<file path="config.mk">
export PLATFORM = sky130hd
export DESIGN_NAME = awm_cordic
export DESIGN_NICKNAME = d
export VERILOG_FILES = /design/src/rtl/awm_pkg.sv /design/src/rtl/awm_cordic.sv
export SDC_FILE = /design/constraint.sdc
export NUM_CORES = 2
export LEC_CHECK = 0
export BUFFER_PORTS_ARGS = -buffer_cell sky130_fd_sc_hd__buf_4
export CAP_MARGIN = 20
export CORE_ASPECT_RATIO = 1.5
export CORE_MARGIN = 5
export CORE_UTILIZATION = 55
export CTS_BUF_LIST = sky130_fd_sc_hd__clkbuf_2 sky130_fd_sc_hd__clkbuf_4 sky130_fd_sc_hd__clkbuf_8
export CTS_CLUSTER_DIAMETER = 150
export DETAILED_ROUTE_END_ITERATION = 6
export GPL_TIMING_DRIVEN = 0
export PLACE_DENSITY_LB_ADDON = 0.05
export SYNTH_ARGS = -nofsm -noshare
export SYNTH_HDL_FRONTEND = slang
export SYNTH_SLANG_ARGS = --single-unit
</file>
<file path="constraint.sdc">
create_clock -name clock -period 24.6 [get_ports clock]
set_clock_uncertainty 0.05 [all_clocks]
set_input_delay 0 -clock clock [delete_from_list [all_inputs] [get_ports clock]]
set_output_delay 0 -clock clock [all_outputs]
set_load 0.1 [all_outputs]
</file>
<file path="src/rtl/awm_pkg.sv">
// Shared types, codes and constants for the affine world matrix accumulator.
// Depends on nothing; the front, sine/cosine, engine and top files refer to it by scoped names.
package awm_pkg;

   // Default configuration values for the top-level parameters.
   localparam int FRAC_BITS_DEFAULT    = 16;
   localparam int CORDIC_STEPS_DEFAULT = 16;
   localparam int ATAN_LEN             = 24;
   localparam int QUEUE_DEPTH          = 2;

   // Angle constants in Q2.30.
   localparam logic [34:0] Q30_TWO_PI  = 35'd6746518852;
   localparam logic [34:0] Q30_PI      = 35'd3373259426;
   localparam logic [34:0] Q30_HALF_PI = 35'd1686629713;
   localparam logic [34:0] Q30_GAIN    = 35'd652032874;

   // 1/(2*pi) in Q0.32 (2^32 divided by 2*pi), rounded; estimates the number of whole turns.
   localparam logic [31:0] Q30_INV_TWO_PI = 32'd683565276;

   localparam logic signed [31:0] INT32_MAX = 32'sh7fffffff;
   localparam logic signed [31:0] INT32_MIN = 32'sh80000000;

   // Command codes of a request.
   typedef enum logic [1:0] {
      CMD_SCALE  = 2'd0,
      CMD_ROTATE = 2'd1,
      CMD_XLATE  = 2'd2,
      CMD_NONE   = 2'd3
   } cmd_type;

   // One classified request as it waits in the queue.
   typedef struct packed {
      cmd_type            op;
      logic signed [31:0] x;
      logic signed [31:0] y;
      logic signed [31:0] z;
   } item_type;

   // Request and response of the sine/cosine unit.
   typedef struct packed {
      logic               start;
      logic signed [31:0] angle;
   } trig_req_type;

   typedef struct packed {
      logic               done;
      logic signed [31:0] sin_value;
      logic signed [31:0] cos_value;
   } trig_rsp_type;

   // Sequencer states of the matrix engine.
   typedef enum logic [2:0] {
      BK_IDLE,
      BK_ANGLE,
      BK_WAIT,
      BK_MUL,
      BK_EMIT
   } back_state_type;

   // States of the sine/cosine unit.
   typedef enum logic [2:0] {
      CD_IDLE,
      CD_REDUCE,
      CD_CORRECT,
      CD_FOLD,
      CD_ROTATE,
      CD_ROUND
   } cordic_state_type;

   // Operand sources of a matrix product.
   typedef enum logic [2:0] {
      SRC_WORLD,
      SRC_TEMP,
      SRC_RZ,
      SRC_RX,
      SRC_RY,
      SRC_SCALE,
      SRC_XLATE
   } src_type;

   // Arctangent of 2^-i in Q2.30.
   function automatic logic [31:0] atan_q30(input logic [4:0] idx);
      logic [31:0] v;
      case (idx)
         5'd0:    v = 32'd843314857;
         5'd1:    v = 32'd497837830;
         5'd2:    v = 32'd263043837;
         5'd3:    v = 32'd133525159;
         5'd4:    v = 32'd67021687;
         5'd5:    v = 32'd33543516;
         5'd6:    v = 32'd16775850;
         5'd7:    v = 32'd8388437;
         5'd8:    v = 32'd4194283;
         5'd9:    v = 32'd2097149;
         5'd10:   v = 32'd1048576;
         5'd11:   v = 32'd524288;
         5'd12:   v = 32'd262144;
         5'd13:   v = 32'd131072;
         5'd14:   v = 32'd65536;
         5'd15:   v = 32'd32768;
         5'd16:   v = 32'd16384;
         5'd17:   v = 32'd8192;
         5'd18:   v = 32'd4096;
         5'd19:   v = 32'd2048;
         5'd20:   v = 32'd1024;
         5'd21:   v = 32'd512;
         5'd22:   v = 32'd256;
         5'd23:   v = 32'd128;
         default: v = 32'd0;
      endcase
      return v;
   endfunction

   // Negation that saturates the most negative value.
   function automatic logic signed [31:0] neg_sat(input logic signed [31:0] v);
      logic signed [31:0] r;
      if (v == INT32_MIN) begin
         r = INT32_MAX;
      end else begin
         r = -v;
      end
      return r;
   endfunction

endpackage

</file>
<file path="src/rtl/awm_cordic.sv">
// Iterative sine/cosine unit: range reduction by a reciprocal estimate of whole
// turns with a compare-and-subtract correction, a fold into [-pi/2, pi/2] and
// rotation-mode CORDIC steps. Depends on awm_pkg.
module awm_cordic #(
   parameter int FRAC_BITS    = awm_pkg::FRAC_BITS_DEFAULT,
   parameter int CORDIC_STEPS = awm_pkg::CORDIC_STEPS_DEFAULT
) (
   input  logic                  clock,
   input  logic                  reset,
   input  awm_pkg::trig_req_type trig_req,
   output awm_pkg::trig_rsp_type trig_rsp
);

   localparam int SH    = 30 - FRAC_BITS;
   localparam int ZW    = 62 - FRAC_BITS;
   localparam int RW    = ZW + 1;
   localparam int QW    = 24;
   localparam int NSTEP = (CORDIC_STEPS > awm_pkg::ATAN_LEN) ? awm_pkg::ATAN_LEN
                                                             : CORDIC_STEPS;
   localparam logic signed [RW-1:0] TWO_PI_R = RW'(awm_pkg::Q30_TWO_PI);
   localparam logic signed [35:0] HALF = 36'sd1 <<< (SH - 1);

   awm_pkg::cordic_state_type state_ff, state_in;

   logic signed [RW-1:0] rem_ff;
   logic signed [QW-1:0] turns_ff;
   logic [4:0]         step_ff;
   logic signed [35:0] z_ff;
   logic signed [33:0] x_ff, y_ff;
   logic               neg_ff;
   logic               done_ff;
   logic signed [31:0] sin_ff, cos_ff;

   logic signed [ZW-1:0] z_start;
   logic signed [63:0]   turns_prod;
   logic signed [RW-1:0] turns_mult;
   logic signed [35:0]   z_wrap, z_fold;
   logic                 fold_neg;
   logic signed [33:0]   xs, ys;
   logic signed [35:0]   atan_s;
   logic signed [35:0]   x_fin, y_fin;

   // Angle moved to Q2.30.
   assign z_start = ZW'(trig_req.angle) <<< SH;

   // Estimated whole turns of the angle and the matching multiple of 2*pi.
   assign turns_prod = 64'(trig_req.angle) * $signed(64'(awm_pkg::Q30_INV_TWO_PI));
   assign turns_mult = RW'(turns_ff) * TWO_PI_R;

   // Wrap into [-pi, pi), then fold into [-pi/2, pi/2].
   always_comb begin
      z_wrap   = $signed({2'b00, rem_ff[33:0]});
      if (rem_ff[33:0] >= 34'(awm_pkg::Q30_PI)) begin
         z_wrap = z_wrap - $signed({1'b0, awm_pkg::Q30_TWO_PI});
      end
      z_fold   = z_wrap;
      fold_neg = 1'b0;
      if (z_wrap > $signed({1'b0, awm_pkg::Q30_HALF_PI})) begin
         z_fold   = z_wrap - $signed({1'b0, awm_pkg::Q30_PI});
         fold_neg = 1'b1;
      end else if (z_wrap < -$signed({1'b0, awm_pkg::Q30_HALF_PI})) begin
         z_fold   = z_wrap + $signed({1'b0, awm_pkg::Q30_PI});
         fold_neg = 1'b1;
      end
   end

   // One rotation step operands.
   assign xs     = x_ff >>> step_ff;
   assign ys     = y_ff >>> step_ff;
   assign atan_s = $signed({4'b0000, awm_pkg::atan_q30(step_ff)});

   // Final sign and rounding.
   always_comb begin
      x_fin = neg_ff ? -36'(x_ff) : 36'(x_ff);
      y_fin = neg_ff ? -36'(y_ff) : 36'(y_ff);
      x_fin = (x_fin + HALF) >>> SH;
      y_fin = (y_fin + HALF) >>> SH;
   end

   // Next state.
   always_comb begin
      state_in = state_ff;
      case (state_ff)
         awm_pkg::CD_IDLE: begin
            if (trig_req.start) begin
               state_in = awm_pkg::CD_REDUCE;
            end
         end
         awm_pkg::CD_REDUCE: begin
            state_in = awm_pkg::CD_CORRECT;
         end
         awm_pkg::CD_CORRECT: begin
            if (!rem_ff[RW-1] && rem_ff < TWO_PI_R) begin
               state_in = awm_pkg::CD_FOLD;
            end
         end
         awm_pkg::CD_FOLD: begin
            state_in = awm_pkg::CD_ROTATE;
         end
         awm_pkg::CD_ROTATE: begin
            if (step_ff == 5'(NSTEP - 1)) begin
               state_in = awm_pkg::CD_ROUND;
            end
         end
         awm_pkg::CD_ROUND: begin
            state_in = awm_pkg::CD_IDLE;
         end
         default: begin
            state_in = awm_pkg::CD_IDLE;
         end
      endcase
   end

   always_ff @(posedge clock) begin
      if (reset) begin
         state_ff <= awm_pkg::CD_IDLE;
         done_ff  <= 1'b0;
      end else begin
         state_ff <= state_in;
         done_ff  <= (state_ff == awm_pkg::CD_ROUND);
      end
   end

   // Datapath registers, one step per cycle.
   always_ff @(posedge clock) begin
      case (state_ff)
         awm_pkg::CD_IDLE: begin
            rem_ff   <= RW'(z_start);
            turns_ff <= QW'(turns_prod >>> (32 + FRAC_BITS));
         end
         awm_pkg::CD_REDUCE: begin
            rem_ff <= rem_ff - turns_mult;
         end
         awm_pkg::CD_CORRECT: begin
            // The estimate can be off by a turn; step the remainder into [0, 2*pi).
            if (rem_ff[RW-1]) begin
               rem_ff <= rem_ff + TWO_PI_R;
            end else if (rem_ff >= TWO_PI_R) begin
               rem_ff <= rem_ff - TWO_PI_R;
            end
         end
         awm_pkg::CD_FOLD: begin
            z_ff    <= z_fold;
            neg_ff  <= fold_neg;
            x_ff    <= 34'(awm_pkg::Q30_GAIN);
            y_ff    <= '0;
            step_ff <= '0;
         end
         awm_pkg::CD_ROTATE: begin
            if (z_ff >= 0) begin
               x_ff <= x_ff - ys;
               y_ff <= y_ff + xs;
               z_ff <= z_ff - atan_s;
            end else begin
               x_ff <= x_ff + ys;
               y_ff <= y_ff - xs;
               z_ff <= z_ff + atan_s;
            end
            step_ff <= step_ff + 1'b1;
         end
         awm_pkg::CD_ROUND: begin
            if (x_fin > 36'(awm_pkg::INT32_MAX)) begin
               cos_ff <= awm_pkg::INT32_MAX;
            end else if (x_fin < 36'(awm_pkg::INT32_MIN)) begin
               cos_ff <= awm_pkg::INT32_MIN;
            end else begin
               cos_ff <= x_fin[31:0];
            end
            if (y_fin > 36'(awm_pkg::INT32_MAX)) begin
               sin_ff <= awm_pkg::INT32_MAX;
            end else if (y_fin < 36'(awm_pkg::INT32_MIN)) begin
               sin_ff <= awm_pkg::INT32_MIN;
            end else begin
               sin_ff <= y_fin[31:0];
            end
         end
         default: begin
         end
      endcase
   end

   // Response outputs.
   always_comb begin
      trig_rsp.done      = done_ff;
      trig_rsp.sin_value = sin_ff;
      trig_rsp.cos_value = cos_ff;
   end

   // A start is only issued while the unit is idle.
   assert property (@(posedge clock) disable iff (reset)
      trig_req.start |-> state_ff == awm_pkg::CD_IDLE)
      else $error("trig start while busy");

   // A result follows in the cycle after the rounding step.
   assert property (@(posedge clock) disable iff (reset)
      state_ff == awm_pkg::CD_ROUND |=> done_ff)
      else $error("trig done missing");

   // The reduction leaves a remainder in [0, 2*pi).
   assert property (@(posedge clock) disable iff (reset)
      state_ff == awm_pkg::CD_FOLD |-> (!rem_ff[RW-1] && rem_ff < TWO_PI_R))
      else $error("angle reduction out of range");

endmodule

</file>
==> flow_metrics.py <==
metrics = {
    "placement": {
        "place_ws_ns": 15.21,
        "routabilityCongestion": 1.04,
        "hpwl_um": 145000,
        "place_area_um2": 55200,
        "portBuffers": 99,
    },
    "synth": {
        "yosys_register_bits": 250,
        "async_flop_share": 0,
        "synth.area.top_cells": "fa_1 21%, ha_1 16%, edfxtp_1 12%, inv_1 6.1%, xnor2_1 4.6%",
        "synth_nets": 7015,
        "synth-edff-count": 216,
        "syn_inst": 5762,
        "yosys_warnings": 0,
        "synth_cell_types": 125,
        "synth_top_flop_cell": "edfxtp_1",
        "syn_area_per_cell_um2": 9.16,
        "yosysSeqAreaShare": 0.136,
        "synth.top_cell.area_share": 0.214,
        "synth.cell_area_um2": 52800,
        "synth_top_area_cell": "fa_1",
    },
    "die": {
        "fp.coreArea_um2": 95500,
        "ioPinCount": 100,
        "die_w_um": 263,
        "rows": 139,
        "die_h_um": 389,
        "dieArea_um2": 102000,
        "initial_core_util": 0.553,
    },
    "sta": {
        "rsz0062_at_grt": "no",
        "final-setup-viol-count": 0,
        "setup_ws_ns": 15.16,
        "fin_tns_setup_ns": 0,
        "final_hold_viol_count": 0,
        "fin_crit_sh": 0.384,
        "tightest_slew_ns": 1.20,
        "slew_violations": 0,
        "maxClockFrequency_mhz": 106,
        "relSlewSlack": 0.198,
        "period_needed_ns": 9.44,
    },
    "clock_tree": {
        "numCtsBuffers": 47,
        "cts.sink_count": 250,
        "h-tree-depth": 2,
        "clock_path_buffers": 3,
        "cts_root_buf": "clkbuf_8",
        "cts_tree": "yes",
        "worstSkewPairLatency_ns": 0.70,
        "ctsResizeCount": 0,
        "path_clk_slew_ns": 0.06,
    },
    "detailed_routing": {
        "drc": 0,
        "first_pass_iters": 7,
        "antenna_left": 0,
        "drt-total-wl_um": 174000,
        "via_count": 44300,
        "vias_per_cell": 6.10,
        "drt-initial-drc-count": 3010,
        "wl_per_cell_um": 24.0,
    },
    "final_layout": {
        "multi_input_area_um2": 41200,
        "syn2layout_area_growth_pct": 7.48,
        "postLayoutCellArea_um2": 56700,
        "fill_cells": 8553,
        "seq_area_um2": 7170,
        "nets": 7202,
        "drive_above_1_share": 0.0793,
    },
    "setup_path": {
        "path_delay_family": "adder cells",
        "crit_top_cell": "fa_1",
        "cp.required_ns": 25.01,
        "cp_max_fo": 11,
        "critPathBufInv": 4,
        "cpPeakStageDelay_ns": 0.86,
        "end_kind": "flop",
        "cp-start-kind": "flop",
        "worstSetupPathType": "reg -> reg",
        "critical_path.slowest_cell": "edfxtp_1",
        "cp.arrival_ns": 9.85,
    },
    "grt": {
        "grt-busiest-layer": "met2",
        "grt_max_degree": 77,
        "overflow": 0,
        "grtUsageMet1": 0.360,
        "grtUsageMet3": 0.0315,
        "antenna_found_initial": 2,
        "grt_use_total": 0.334,
        "grt_util_met2": 0.623,
        "grt_pass1_vias": 45900,
        "grt_first_pass_wirelength_um": 267000,
    },
    "outcome": {
        "outcome": "finished, final reports clean",
    },
    "job": {
        "drv_cap": 0,
    },
    "hold_path": {
        "holdCritPathClass": "in -> reg",
    },
}
==> logic make-up after synthesis <==
logic type,share of synthesized area
AND/OR/NAND/NOR,0.117
flip-flops,0.136
buffers and inverters,0.0831
adder cells (fa/ha/maj),0.369
XOR/XNOR,0.0761
AO/OA/AOI/OAI,0.165
multiplexers,0.0541
==> cell usage after synthesis, types with 11 or more instances <==
cell type	instances
and2_1	41
a221oi_1	12
o22ai_1	43
dfxtp_1	34
o21a_1	50
nor3_1	92
a211oi_1	44
and4_1	11
nand2b_1	68
a211o_1	14
clkbuf_1	151
inv_1	854
edfxtp_1	216
o211ai_1	33
a22oi_1	50
or3_1	37
nand3_1	87
a21o_1	125
a31o_2	11
nor4_1	29
o21ai_0	281
buf_1	27
a21boi_0	19
a31oi_1	58
xnor2_1	277
nand4_1	42
mux4_2	96
fa_1	564
o21ai_1	13
o31ai_1	39
a32oi_1	21
a21oi_1	335
xor2_1	177
nor2_1	331
buf_2	31
nand2_1	345
mux2_2	22
a311oi_1	12
ha_1	654
and3_1	30
o21bai_1	23
buf_4	28
or2_2	22
nor2b_1	48
mux2i_1	37
==> final timing paths <==
check	start	end	slack, ns	depth (start not counted)
setup / recovery	turns_ff[4]$_DFFE_PP_	rem_ff[46]$_DFFE_PP_	15.16	31
hold / removal	reset	done_ff$_SDFF_PP0_	0.09	3
setup reg to reg	turns_ff[4]$_DFFE_PP_	rem_ff[46]$_DFFE_PP_	15.16	31
hold reg to reg	state_ff[0]$_SDFFE_PP0P_	neg_ff$_SDFFCE_PP1N_	0.60	1
==> layer usage <==
| metal | wire length (µm) | up-vias |
|---|---|---|
| met5 | 0 | - |
| met4 | 14100 | 0 |
| met3 | 8290 | 539 |
| met2 | 90800 | 1629 |
| met1 | 61000 | 21700 |
| li1 | - | 20500 |
==> what timing repair did <==
| action | in CTS | in global routing |
|---|---|---|
| setup endpoints to repair | 0 | 0 |
| hold endpoints to repair | 34 | 0 |
| hold buffers | 32 | 0 |
| setup buffers | 0 | 0 |
==> area by class of cell <==
class / instances / share of cell area
diodes: 5 / 0.000221
plain buffers: 248 / 0.0206
clock buffers: 53 / 0.0123
clock inverters: 34 / 0.00779
inverters: 857 / 0.0568
multi-input cells: 4407 / 0.727
flip-flops and latches: 250 / 0.126
well taps: 1269 / 0.0280
repair buffers: 138 / 0.0208
==> state kept, by name, summed over array words and instances, names as in the netlist <==
register	flops
x_ff	34
done_ff	1
neg_ff	1
atan_s	30
y_ff	34
step_ff	5
sin_ff	23
rem_ff	45
cos_ff	23
z_ff	36
state_ff	3
turns_ff	15
==> metrics by stage <==
stage          std cells   util  hold WS (ns)
2_1_floorplan       5762      -        0.0216
3_3_place_gp        7130  0.577         0.202
3_5_place_dp        7137  0.579         0.204
4_1_cts             7256  0.594        0.0237
5_1_grt             7258  0.594        0.0749
6_report            7261  0.594        0.0856
==> cell usage in the layout (no fill, tap or decap), types with 50 or more instances in the layout <==
cell,count
a21o_1,125
o21ai_0,281
ha_1,654
a31oi_1,58
buf_4,128
nand2_1,345
nand2b_1,68
a22oi_1,50
edfxtp_1,216
fa_1,564
xnor2_1,277
inv_1,853
xor2_1,177
o21a_1,50
a21oi_1,335
mux4_2,96
nor3_1,90
clkbuf_1,150
nor2_1,330
nand3_1,87
==> worst reg2reg max path, delay by kind of cell, from the launching register on <==
kind	cells	cell delay (ns)
buf+inv	4	0.34
compound gates	10	2.24
simple gates	7	1.12
flops	1	0.86
xor+xnor	2	0.72
fa+ha+maj	8	3.94
Power is left out: the tool's default activity adds up to more than one toggle a clock period on the data nets, which glitch-free logic cannot reach.
