**src/rtl/awm_pkg.sv**
```systemverilog
// Shared types, codes and constants for the affine world matrix accumulator.
// Depends on nothing; the front, sine/cosine, engine and top files refer to it by scoped names.
package awm_pkg;

   // Default configuration values for the top-level parameters.
   localparam int FRAC_BITS_DEFAULT    = 16;
   localparam int CORDIC_STEPS_DEFAULT = 16;
   localparam int ATAN_LEN             = 24;
   localparam int QUEUE_DEPTH          = 2;

   // Angle constants in Q2.30.
   localparam logic [34:0] Q30_TWO_PI  = 35'd6746518852;
   localparam logic [34:0] Q30_PI      = 35'd3373259426;
   localparam logic [34:0] Q30_HALF_PI = 35'd1686629713;
   localparam logic [34:0] Q30_GAIN    = 35'd652032874;

   // 1/(2*pi) in Q0.32 (2^32 divided by 2*pi), rounded; estimates the number of whole turns.
   localparam logic [31:0] Q30_INV_TWO_PI = 32'd683565276;

   localparam logic signed [31:0] INT32_MAX = 32'sh7fffffff;
   localparam logic signed [31:0] INT32_MIN = 32'sh80000000;

   // Command codes of a request.
   typedef enum logic [1:0] {
      CMD_SCALE  = 2'd0,
      CMD_ROTATE = 2'd1,
      CMD_XLATE  = 2'd2,
      CMD_NONE   = 2'd3
   } cmd_type;

   // One classified request as it waits in the queue.
   typedef struct packed {
      cmd_type            op;
      logic signed [31:0] x;
      logic signed [31:0] y;
      logic signed [31:0] z;
   } item_type;

   // Request and response of the sine/cosine unit.
   typedef struct packed {
      logic               start;
      logic signed [31:0] angle;
   } trig_req_type;

   typedef struct packed {
      logic               done;
      logic signed [31:0] sin_value;
      logic signed [31:0] cos_value;
   } trig_rsp_type;

   // Sequencer states of the matrix engine.
   typedef enum logic [2:0] {
      BK_IDLE,
      BK_ANGLE,
      BK_WAIT,
      BK_MUL,
      BK_EMIT
   } back_state_type;

   // States of the sine/cosine unit.
   typedef enum logic [2:0] {
      CD_IDLE,
      CD_REDUCE,
      CD_CORRECT,
      CD_FOLD,
      CD_ROTATE,
      CD_ROUND
   } cordic_state_type;

   // Operand sources of a matrix product.
   typedef enum logic [2:0] {
      SRC_WORLD,
      SRC_TEMP,
      SRC_RZ,
      SRC_RX,
      SRC_RY,
      SRC_SCALE,
      SRC_XLATE
   } src_type;

   // Arctangent of 2^-i in Q2.30.
   function automatic logic [31:0] atan_q30(input logic [4:0] idx);
      logic [31:0] v;
      case (idx)
         5'd0:    v = 32'd843314857;
         5'd1:    v = 32'd497837830;
         5'd2:    v = 32'd263043837;
         5'd3:    v = 32'd133525159;
         5'd4:    v = 32'd67021687;
         5'd5:    v = 32'd33543516;
         5'd6:    v = 32'd16775850;
         5'd7:    v = 32'd8388437;
         5'd8:    v = 32'd4194283;
         5'd9:    v = 32'd2097149;
         5'd10:   v = 32'd1048576;
         5'd11:   v = 32'd524288;
         5'd12:   v = 32'd262144;
         5'd13:   v = 32'd131072;
         5'd14:   v = 32'd65536;
         5'd15:   v = 32'd32768;
         5'd16:   v = 32'd16384;
         5'd17:   v = 32'd8192;
         5'd18:   v = 32'd4096;
         5'd19:   v = 32'd2048;
         5'd20:   v = 32'd1024;
         5'd21:   v = 32'd512;
         5'd22:   v = 32'd256;
         5'd23:   v = 32'd128;
         default: v = 32'd0;
      endcase
      return v;
   endfunction

   // Negation that saturates the most negative value.
   function automatic logic signed [31:0] neg_sat(input logic signed [31:0] v);
      logic signed [31:0] r;
      if (v == INT32_MIN) begin
         r = INT32_MAX;
      end else begin
         r = -v;
      end
      return r;
   endfunction

endpackage

```
**src/rtl/awm_if.sv**
```systemverilog
// Valid/ready channel interfaces for requests and row responses.
// Depends on nothing; used by the top level and the front and back modules.
interface awm_req_if;
   logic               valid;
   logic               ready;
   logic [1:0]         command;
   logic signed [31:0] x_value;
   logic signed [31:0] y_value;
   logic signed [31:0] z_value;

   modport source (output valid, command, x_value, y_value, z_value, input ready);
   modport sink   (input valid, command, x_value, y_value, z_value, output ready);
endinterface


```
**src/rtl/awm_front.sv**
```systemverilog
// Request front end: accepts requests, classifies the command and queues them.
// Depends on awm_pkg and awm_req_if.
module awm_front (
   input  logic             clock,
   input  logic             reset,
   awm_req_if.sink          req_chan,
   output logic             item_valid,
   input  logic             item_ready,
   output awm_pkg::item_type item
);

   localparam int PW = $clog2(awm_pkg::QUEUE_DEPTH);
   localparam int CW = $clog2(awm_pkg::QUEUE_DEPTH + 1);

   awm_pkg::item_type queue_ff [awm_pkg::QUEUE_DEPTH];
   logic [PW-1:0] wr_ptr_ff, wr_ptr_in;
   logic [PW-1:0] rd_ptr_ff, rd_ptr_in;
   logic [CW-1:0] count_ff, count_in;
   logic          push, pop;
   awm_pkg::item_type new_item;

   // Classify the incoming request.
   always_comb begin
      new_item.op = awm_pkg::cmd_type'(req_chan.command);
      new_item.x  = req_chan.x_value;
      new_item.y  = req_chan.y_value;
      new_item.z  = req_chan.z_value;
   end

   assign req_chan.ready = (count_ff != CW'(awm_pkg::QUEUE_DEPTH));
   assign push           = req_chan.valid && req_chan.ready;
   assign item_valid     = (count_ff != '0);
   assign pop            = item_valid && item_ready;
   assign item           = queue_ff[rd_ptr_ff];

   // Pointer and fill count updates.
   always_comb begin
      wr_ptr_in = wr_ptr_ff;
      rd_ptr_in = rd_ptr_ff;
      count_in  = count_ff;
      if (push) begin
         wr_ptr_in = (wr_ptr_ff == PW'(awm_pkg::QUEUE_DEPTH - 1)) ? '0 : wr_ptr_ff + 1'b1;
      end
      if (pop) begin
         rd_ptr_in = (rd_ptr_ff == PW'(awm_pkg::QUEUE_DEPTH - 1)) ? '0 : rd_ptr_ff + 1'b1;
      end
      if (push && !pop) begin
         count_in = count_ff + 1'b1;
      end else if (pop && !push) begin
         count_in = count_ff - 1'b1;
      end
   end

   always_ff @(posedge clock) begin
      if (reset) begin
         wr_ptr_ff <= '0;
         rd_ptr_ff <= '0;
         count_ff  <= '0;
      end else begin
         wr_ptr_ff <= wr_ptr_in;
         rd_ptr_ff <= rd_ptr_in;
         count_ff  <= count_in;
      end
   end

   // Queue storage.
   always_ff @(posedge clock) begin
      if (push) begin
         queue_ff[wr_ptr_ff] <= new_item;
      end
   end

endmodule

```
**src/flat_wrapper.sv**
```systemverilog
// flat-port wrapper written by rule: the top's interface ports become plain ports
module awm_front_flat 
  (clock, reset, item_valid, item_ready, item, req_chan_valid, req_chan_command, req_chan_x_value, req_chan_y_value, req_chan_z_value, req_chan_ready);
  awm_req_if req_chan_i ();
  input  logic clock;
  input  logic reset;
  output logic item_valid;
  input  logic item_ready;
  output awm_pkg::item_type item;
  input wire logic [$bits(req_chan_i.valid)-1:0] req_chan_valid;
  input wire logic [$bits(req_chan_i.command)-1:0] req_chan_command;
  input wire logic [$bits(req_chan_i.x_value)-1:0] req_chan_x_value;
  input wire logic [$bits(req_chan_i.y_value)-1:0] req_chan_y_value;
  input wire logic [$bits(req_chan_i.z_value)-1:0] req_chan_z_value;
  output wire logic [$bits(req_chan_i.ready)-1:0] req_chan_ready;
  assign req_chan_i.valid = req_chan_valid;
  assign req_chan_i.command = req_chan_command;
  assign req_chan_i.x_value = req_chan_x_value;
  assign req_chan_i.y_value = req_chan_y_value;
  assign req_chan_i.z_value = req_chan_z_value;
  assign req_chan_ready = req_chan_i.ready;
  awm_front u_core (.clock(clock), .reset(reset), .req_chan(req_chan_i), .item_valid(item_valid), .item_ready(item_ready), .item(item));
endmodule
```
**config.mk**
```make
export PLATFORM = sky130hd
export DESIGN_NAME = awm_front_flat
export DESIGN_NICKNAME = d
export VERILOG_FILES = /design/src/rtl/awm_pkg.sv /design/src/rtl/awm_if.sv /design/src/rtl/awm_front.sv /design/src/flat_wrapper.sv
export SDC_FILE = /design/constraint.sdc
export NUM_CORES = 1
export LEC_CHECK = 0
export ABC_AREA = 1
export BUFFER_PORTS_ARGS = -buffer_cell sky130_fd_sc_hd__clkbuf_2
export CORE_UTILIZATION = 58
export CTS_BUF_LIST = sky130_fd_sc_hd__clkbuf_4 sky130_fd_sc_hd__clkbuf_8
export CTS_CLUSTER_SIZE = 10
export DETAILED_ROUTE_END_ITERATION = 8
export MAX_ROUTING_LAYER = met4
export PLACE_DENSITY_LB_ADDON = 0.1
export SYNTH_ARGS = -nofsm -noshare
export SYNTH_HDL_FRONTEND = slang
export SYNTH_SLANG_ARGS = --single-unit
```
**constraint.sdc**
```tcl
create_clock -name clock -period 13.8 [get_ports clock]
set_input_delay 1.38 -clock clock [delete_from_list [all_inputs] [get_ports clock]]
set_output_delay 1.38 -clock clock [all_outputs]
set_load 0.01 [all_outputs]
```
==> results.txt, run 1 <==
status - completed
setup bufs post-CTS - 0
First-pass DRT Iterations - 5
worst-path maximum fanout - 67
unrepaired setup endpoints after global routing - no
# Max-Cap Violations - 0
antenna cells - 0
sequential power share - 49.6%
HPWL after DPL - 8320 µm
commonest non-fill, non-tap cell in the layout - clkbuf_2
DRT Wirelength - 12800 µm
share of post-route cells with drive strength above 1 - 59.2%
GP Congestion - 0.733
Core ar. - 12200 µm²
Sw Pwr - 0.000432 W
Die Span Y - 115 µm
initial core utilization - 60.5%
num ports - 202
NumNets Final - 671
GRT Total Usage - 19.7%
Yosys reg bits - 201
Fmax - 0.250 GHz
global-route wire length before repair - 18800 µm
critical path arrival - 2610 ps
sw frac - 26.7%
critical path class - flop to output port
CTS clock-pin slew for the worst setup and hold paths - 60 ps
required time of the critical path - 12420 ps
Synthesized Nets - 445
CTS buffer count - 31
type of origin of the critical path - flop
post-cts resize count - 0
GRT overflow - 0
Tmin final - 3990 ps
Power Dens Cells - 177 nW/µm²
Area Growth Syn to Fin - 23.8%
Worst Max-Slew Pin Slew - 1170 ps
initial antenna violation count - 0
static leakage - 3.55 nW
CTS tree - built
Int Pwr - 0.00119 W
DRC viols - 0
worst skew pair latency - 520 ps
Max H-tree Level - 1
top-area cell type share of the netlist area - 79.7%
period utilisation layout - 28.9%
DR vias - 3819
Die W - 115 µm
post-cts hold buffer count - 0
vias in the first global route - 3877
Detail Route Antenna Nets - 0
Netlist cell types - 14
post-synth top area cell - edfxtp_1
fin. max-slew vios - 0
Avg Cell Area, Syn - 21.6 µm²
register area share after synthesis - 81.1%
VDD IR-drop max - 0.140 mV
setup TNS - 0 ps
Hold Slack - 536 ps
RR Startpoint - u_core.count_ff[0]
row count - 40
Bufs on Longest Clock Path - 3
number of vias per cell - 5.03
top post-synthesis cells by area - edfxtp_1 80%, mux2_2 12%, mux2_4 4.1%, dfxtp_1 1.4%, buf_6 0.61%
overall power - 0.00162 W
Root Buffer - clkbuf_8
total die area - 13200 µm²
I/O Buffers - 201
clock power share - 28.0%
pin count of the biggest net entering global routing - 68
CP endpoint kind - output port
Post-Syn Instances - 342
Setup violations, final - 0
Rel. slew slack - 21.7%
Synth Cell Area - 7380 µm²
Layout Skew - 8.95 ps
Worst Hold Class - flop to flop
Crit Reg-Reg Endpoint - u_core.queue_ff[0][28]
yosys warns - 0
DRT iter0 DRCs - 188
worst setup path end - item[34]
worst reg-to-reg path cell count - 5
WL/cell - 16.8 µm
CTS sink count - 201
Final Hold Fails - 0
R2R Setup Slk - 11040 ps
commonest cells after routing, fill and taps aside - 201 x clkbuf_2, 196 x edfxtp_1, 78 x mux2_2, 31 x clkbuf_8, 20 x mux2_4
Gate power share - 22.4%
[synthesized netlist by cell type, drive strengths merged]
master,n
inv,8
a21oi,2
nand2,9
nand4,1
nand3,2
buf,11
o21ai,2
ha,1
dfxtp,5
edfxtp,196
mux2,98
nor2,7
[per-layer routing]
metal  track usage (%)  up-vias  share of wire (%)  wire length, µm
met2              32.8      153                 50             6390
met1              23.0     1845                 39             4970
met3              5.69       21                9.1             1170
met5                 -        -                  0                0
li1                  -     1800                  -                -
met4              7.01        0                1.8              232
[sequential cells by signal, indices dropped and copies added (netlist names), named ones only]
name / flops
u_core.count_ff: 2
u_core.queue_ff: 196
u_core.rd_ptr_ff: 1
u_core.wr_ptr_ff: 1
[power by group through the flow]
stage / registers [W] / clock network [W] / logic [W]
after floorplan: 0.000811 / 0 / 0.000245
after global placement: 0.000810 / 0 / 0.000362
after detailed placement: 0.000816 / 0 / 0.000368
after CTS: 0.000804 / 0.000465 / 0.000369
after global routing: 0.000811 / 0.000492 / 0.000393
final: 0.000803 / 0.000453 / 0.000363
[cells by family (layout without fill, tap and decap cells)]
| logic type | Yosys count | count (layout) | share of synthesized area [%] |
|---|---|---|---|
| compound gates | 4 | 4 | 0.271 |
| simple gates | 19 | 19 | 1.03 |
| flops | 201 | 201 | 81.1 |
| buf+inv | 19 | 268 | 1.49 |
| fa+ha+maj | 1 | 1 | 0.169 |
| mux | 98 | 98 | 16.0 |
[worst max-delay path, cell delays in order, from the launching register on]
cell and delay (ps):
dfxtp_4 640, buf_4 820, mux2_2 440, clkbuf_2 130
[how the worst min path moves through the flow]
stage / slack, ps / from / endpoint / cells after the start
3_5_place_dp: 510 / u_core.rd_ptr_ff / flop / 2
6_report: 540 / u_core.rd_ptr_ff / flop / 2
5_1_grt: 560 / u_core.count_ff[0] / u_core.count_ff[0] / 2
2_1_floorplan: 460 / u_core.rd_ptr_ff / flop / 2
4_1_cts: 540 / u_core.count_ff[0] / u_core.count_ff[0] / 2
3_3_place_gp: 480 / u_core.rd_ptr_ff / u_core.rd_ptr_ff / 2
[per-stage QoR]
| step | cells | util, % | area [µm²] | setup slack [ps] |
|---|---|---|---|---|
| 3_3_place_gp | 703 | 70.1 | 8560 | 10070 |
| 4_1_cts | 759 | 74.9 | 9140 | 9760 |
| 6_report | 759 | 74.9 | 9140 | 9810 |
| 5_1_grt | 759 | 74.9 | 9140 | 9660 |
| 2_1_floorplan | 342 | - | 7380 | 7690 |
| 3_5_place_dp | 703 | 70.1 | 8560 | 10020 |
[final cells by class]
type / count / area (µm²)
Timing Repair Buffer: 204 / 1030
Inverter: 8 / 30.0
Clock buffer: 38 / 479
Clock inverter: 18 / 101
Multi-Input combinational cell: 122 / 1300
Sequential cell: 201 / 5990
Fill cell: 768 / 3070
Tap cell: 168 / 210
No activity file was read; power rests on OpenSTA's default activity.
==> run 2: changes to the inputs <==
--- a/config.mk
+++ b/config.mk
@@ -5,9 +5,9 @@
 export SDC_FILE = /design/constraint.sdc
 export NUM_CORES = 1
 export LEC_CHECK = 0
-export ABC_AREA = 1
+export ABC_AREA = 0
 export BUFFER_PORTS_ARGS = -buffer_cell sky130_fd_sc_hd__clkbuf_2
-export CORE_UTILIZATION = 58
+export CORE_UTILIZATION = 49
 export CTS_BUF_LIST = sky130_fd_sc_hd__clkbuf_4 sky130_fd_sc_hd__clkbuf_8
 export CTS_CLUSTER_SIZE = 10
 export DETAILED_ROUTE_END_ITERATION = 8
==> constraint.sdc (replaced) <==
create_clock -name clock -period 3.34 [get_ports clock]
set_input_delay 0.334 -clock clock [delete_from_list [all_inputs] [get_ports clock]]
set_output_delay 0.334 -clock clock [all_outputs]
set_load 0.01 [all_outputs]
==> run 2 against run 1 <==
Net effect: worst hold slack worse by 380 ps; critical path depth did not move; final cell count up 14%; synthesized area shrank 0.22%; via count is 8.6% higher; highest routed layer unchanged; routed wire length rose by 6.9%; combinational power grew to 4.7 times the previous value; worst setup slack worse by 9000 ps; register-to-register slack worse by 9700 ps; sequential share of layout area shrank 6.7 points.
==> results.txt, run 2 <==
status - completed
Max H-tree Level - 1
CTS sink count - 201
Final Core Density - 69.8%
Post-synth top cells - 196 x edfxtp_1, 78 x mux2_2, 20 x mux2_4, 7 x buf_2, 5 x dfxtp_1
count leader, synth - edfxtp_1
share of post-route cells with drive strength above 1 - 52.1%
setup bufs post-CTS - 0
mux share of post-synthesis cell area - 16.0%
worst-path maximum fanout - 41
largest stage delay on the critical path - 740 ps
DRT iter0 DRCs - 176
register area share after synthesis - 81.3%
compound-cell area share of the yosys netlist - 0.408%
CP Cell Sequence - buf_4 -> mux2_2 -> clkbuf_2
fin. max-slew vios - 0
Largest Register - u_core.queue_ff
Synthesized Nets - 432
GRT overflow - 0
initial core utilization - 50.5%
static leakage - 3.95 nW
Worst Max-Slew Pin Slew - 645 ps
Bufs on Longest Clock Path - 3
row count - 44
Synth Flop Type - edfxtp_1
Rel. slew slack - 57.0%
vias in the first global route - 4378
Core ar. - 14600 µm²
Area Growth Syn to Fin - 38.3%
setup TNS - 0 ps
Synth Cell Area - 7370 µm²
First-pass DRT Iterations - 4
Die W - 125 µm
commonest non-fill, non-tap cell in the layout - clkbuf_2
yosys warns - 0
post-synth top area cell - edfxtp_1
DRT Wirelength - 13600 µm
critical path class - flop to output port
Layout Skew - 14.2 ps
total die area - 15500 µm²
Synth Area in Simple Gates - 0.679%
Yosys reg bits - 201
VDD IR-drop max - 0.430 mV
Root Buffer - clkbuf_8
WL/cell - 15.8 µm
HPWL after DPL - 8160 µm
global-route wire length before repair - 21100 µm
initial antenna violation count - 0
Detail Route Antenna Nets - 0
Post-synth EDFFs - 196
required time of the critical path - 3010 ps
num ports - 202
I/O Buffers - 201
pin count of the biggest net entering global routing - 55
overall power - 0.00691 W
type of origin of the critical path - flop
worst skew pair latency - 540 ps
# Max-Cap Violations - 0
antenna cells - 0
GRT Total Usage - 17.9%
GP Congestion - 0.733
max reg flops - 196
Max stage delay cell, worst path - dfxtp_4
DR vias - 4147
number of vias per cell - 4.80
Top Registers - u_core.queue_ff: 196 flops, u_core.count_ff: 2 flops
CTS buffer count - 31
Tmin final - 2520 ps
Setup violations, final - 0
largest family of logic cells by synthesized area - multiplexers
unrepaired setup endpoints after global routing - no
CTS clock-pin slew for the worst setup and hold paths - 60 ps
async set-reset flop share out of synthesis - 0%
CTS tree - built
Fmax - 0.397 GHz
commonest cells after routing, fill and taps aside - 201 x clkbuf_2, 196 x edfxtp_1, 99 x dlygate4sd3_1, 78 x mux2_2, 31 x clkbuf_8
Die Span Y - 125 µm
Synth Area in XOR/XNOR - 0.357%
DRC viols - 0
critical path arrival - 2180 ps
top post-synthesis cells by area - edfxtp_1 80%, mux2_2 12%, mux2_4 4.1%, dfxtp_1 1.4%, buf_6 0.61%
period utilisation layout - 75.3%
Netlist cell types - 19
Power Dens Cells - 678 nW/µm²
CP endpoint kind - output port
NumNets Final - 759
Avg Cell Area, Syn - 22.4 µm²
Worst Hold Class - primary input to flop
post-synthesis adder-cell area fraction - 0.170%
Final Hold Fails - 0
top-area cell type share of the netlist area - 79.9%
Post-Syn Instances - 329
-- run 2: cell types whose count changed in the layout (fill, tap and decap cells not counted), moves of 3 or more --
| cell | change |
|---|---|
| buf_12 | +3 |
| xor2_1 | +3 |
| inv_1 | -8 |
| nand2_1 | -9 |
| dlygate4sd3_1 | +99 |
-- run 2: logic make-up (layout without fill, tap and decap cells) --
| kind of cell | Yosys count | after routing |
|---|---|---|
| multiplexers | 98 | 98 |
| XOR/XNOR | 3 | 3 |
| flip-flops | 201 | 201 |
| AND/OR/NAND/NOR | 9 | 9 |
| adder cells (fa/ha/maj) | 1 | 1 |
| AO/OA/AOI/OAI | 5 | 5 |
| buffers and inverters | 12 | 363 |
-- run 2: routing by layer --
metal	vias to the layer above	wire [µm]	global-route usage, %	part of all wire [%]
met2	170	6770	29.5	50
met1	1969	5590	21.4	41
li1	1970	-	-	-
met3	38	870	3.91	6.4
met5	-	0	-	0
met4	0	414	7.51	3.0
-- run 2: cell type report --
cell class / count / area (µm²)
inverters: 1 / 6.26
well taps: 184 / 230
clock inverters: 18 / 100
flip-flops and latches: 201 / 5990
multi-input cells: 116 / 1300
clock buffers: 39 / 487
fillers: 979 / 4400
repair buffers: 305 / 2070
-- run 2: report_power, final --
part / internal (W) / total [W] / leakage (nW) / switching [W]
clock: 0.00103 / 0.00191 / 0.312 / 0.000880
combinational: 0.000876 / 0.00170 / 1.77 / 0.000827
sequential: 0.00315 / 0.00330 / 1.87 / 0.000147
total: 0.00506 / 0.00691 / 3.95 / 0.00185
-- run 2: critical path, delay by kind of cell (launching register included) --
family	cells	cell delay, ps
muxes	1	380
buffers and inverters	2	520
DFF	1	740
-- run 2: repair_timing --
action                     in CTS  in global routing
setup endpoints to repair       0                  0
resized for setup               0                  0
hold buffers                   99                  0
hold endpoints to repair      197                  0
-- run 2: path summary, 6_finish.rpt --
check	slack, ps	from	end	depth (start not counted)
setup reg to reg	1330	u_core.count_ff[0]	u_core.queue_ff[1][46]	3
hold reg to reg	500	u_core.rd_ptr_ff	flop	2
hold / removal	160	req_chan_valid	u_core.wr_ptr_ff	3
setup / recovery	820	flop	item[78]	3
-- run 2: through the flow --
stage               hold slack [ps]  cells  instance area (µm²)  setup slack, ps
floorplan                       403    329                 7370              259
global placement                485    708                 8610             1360
detailed placement              487    708                 8610             1310
CTS                             124    864                10200              761
global route                    132    864                10200              686
finish                          158    864                10200              823
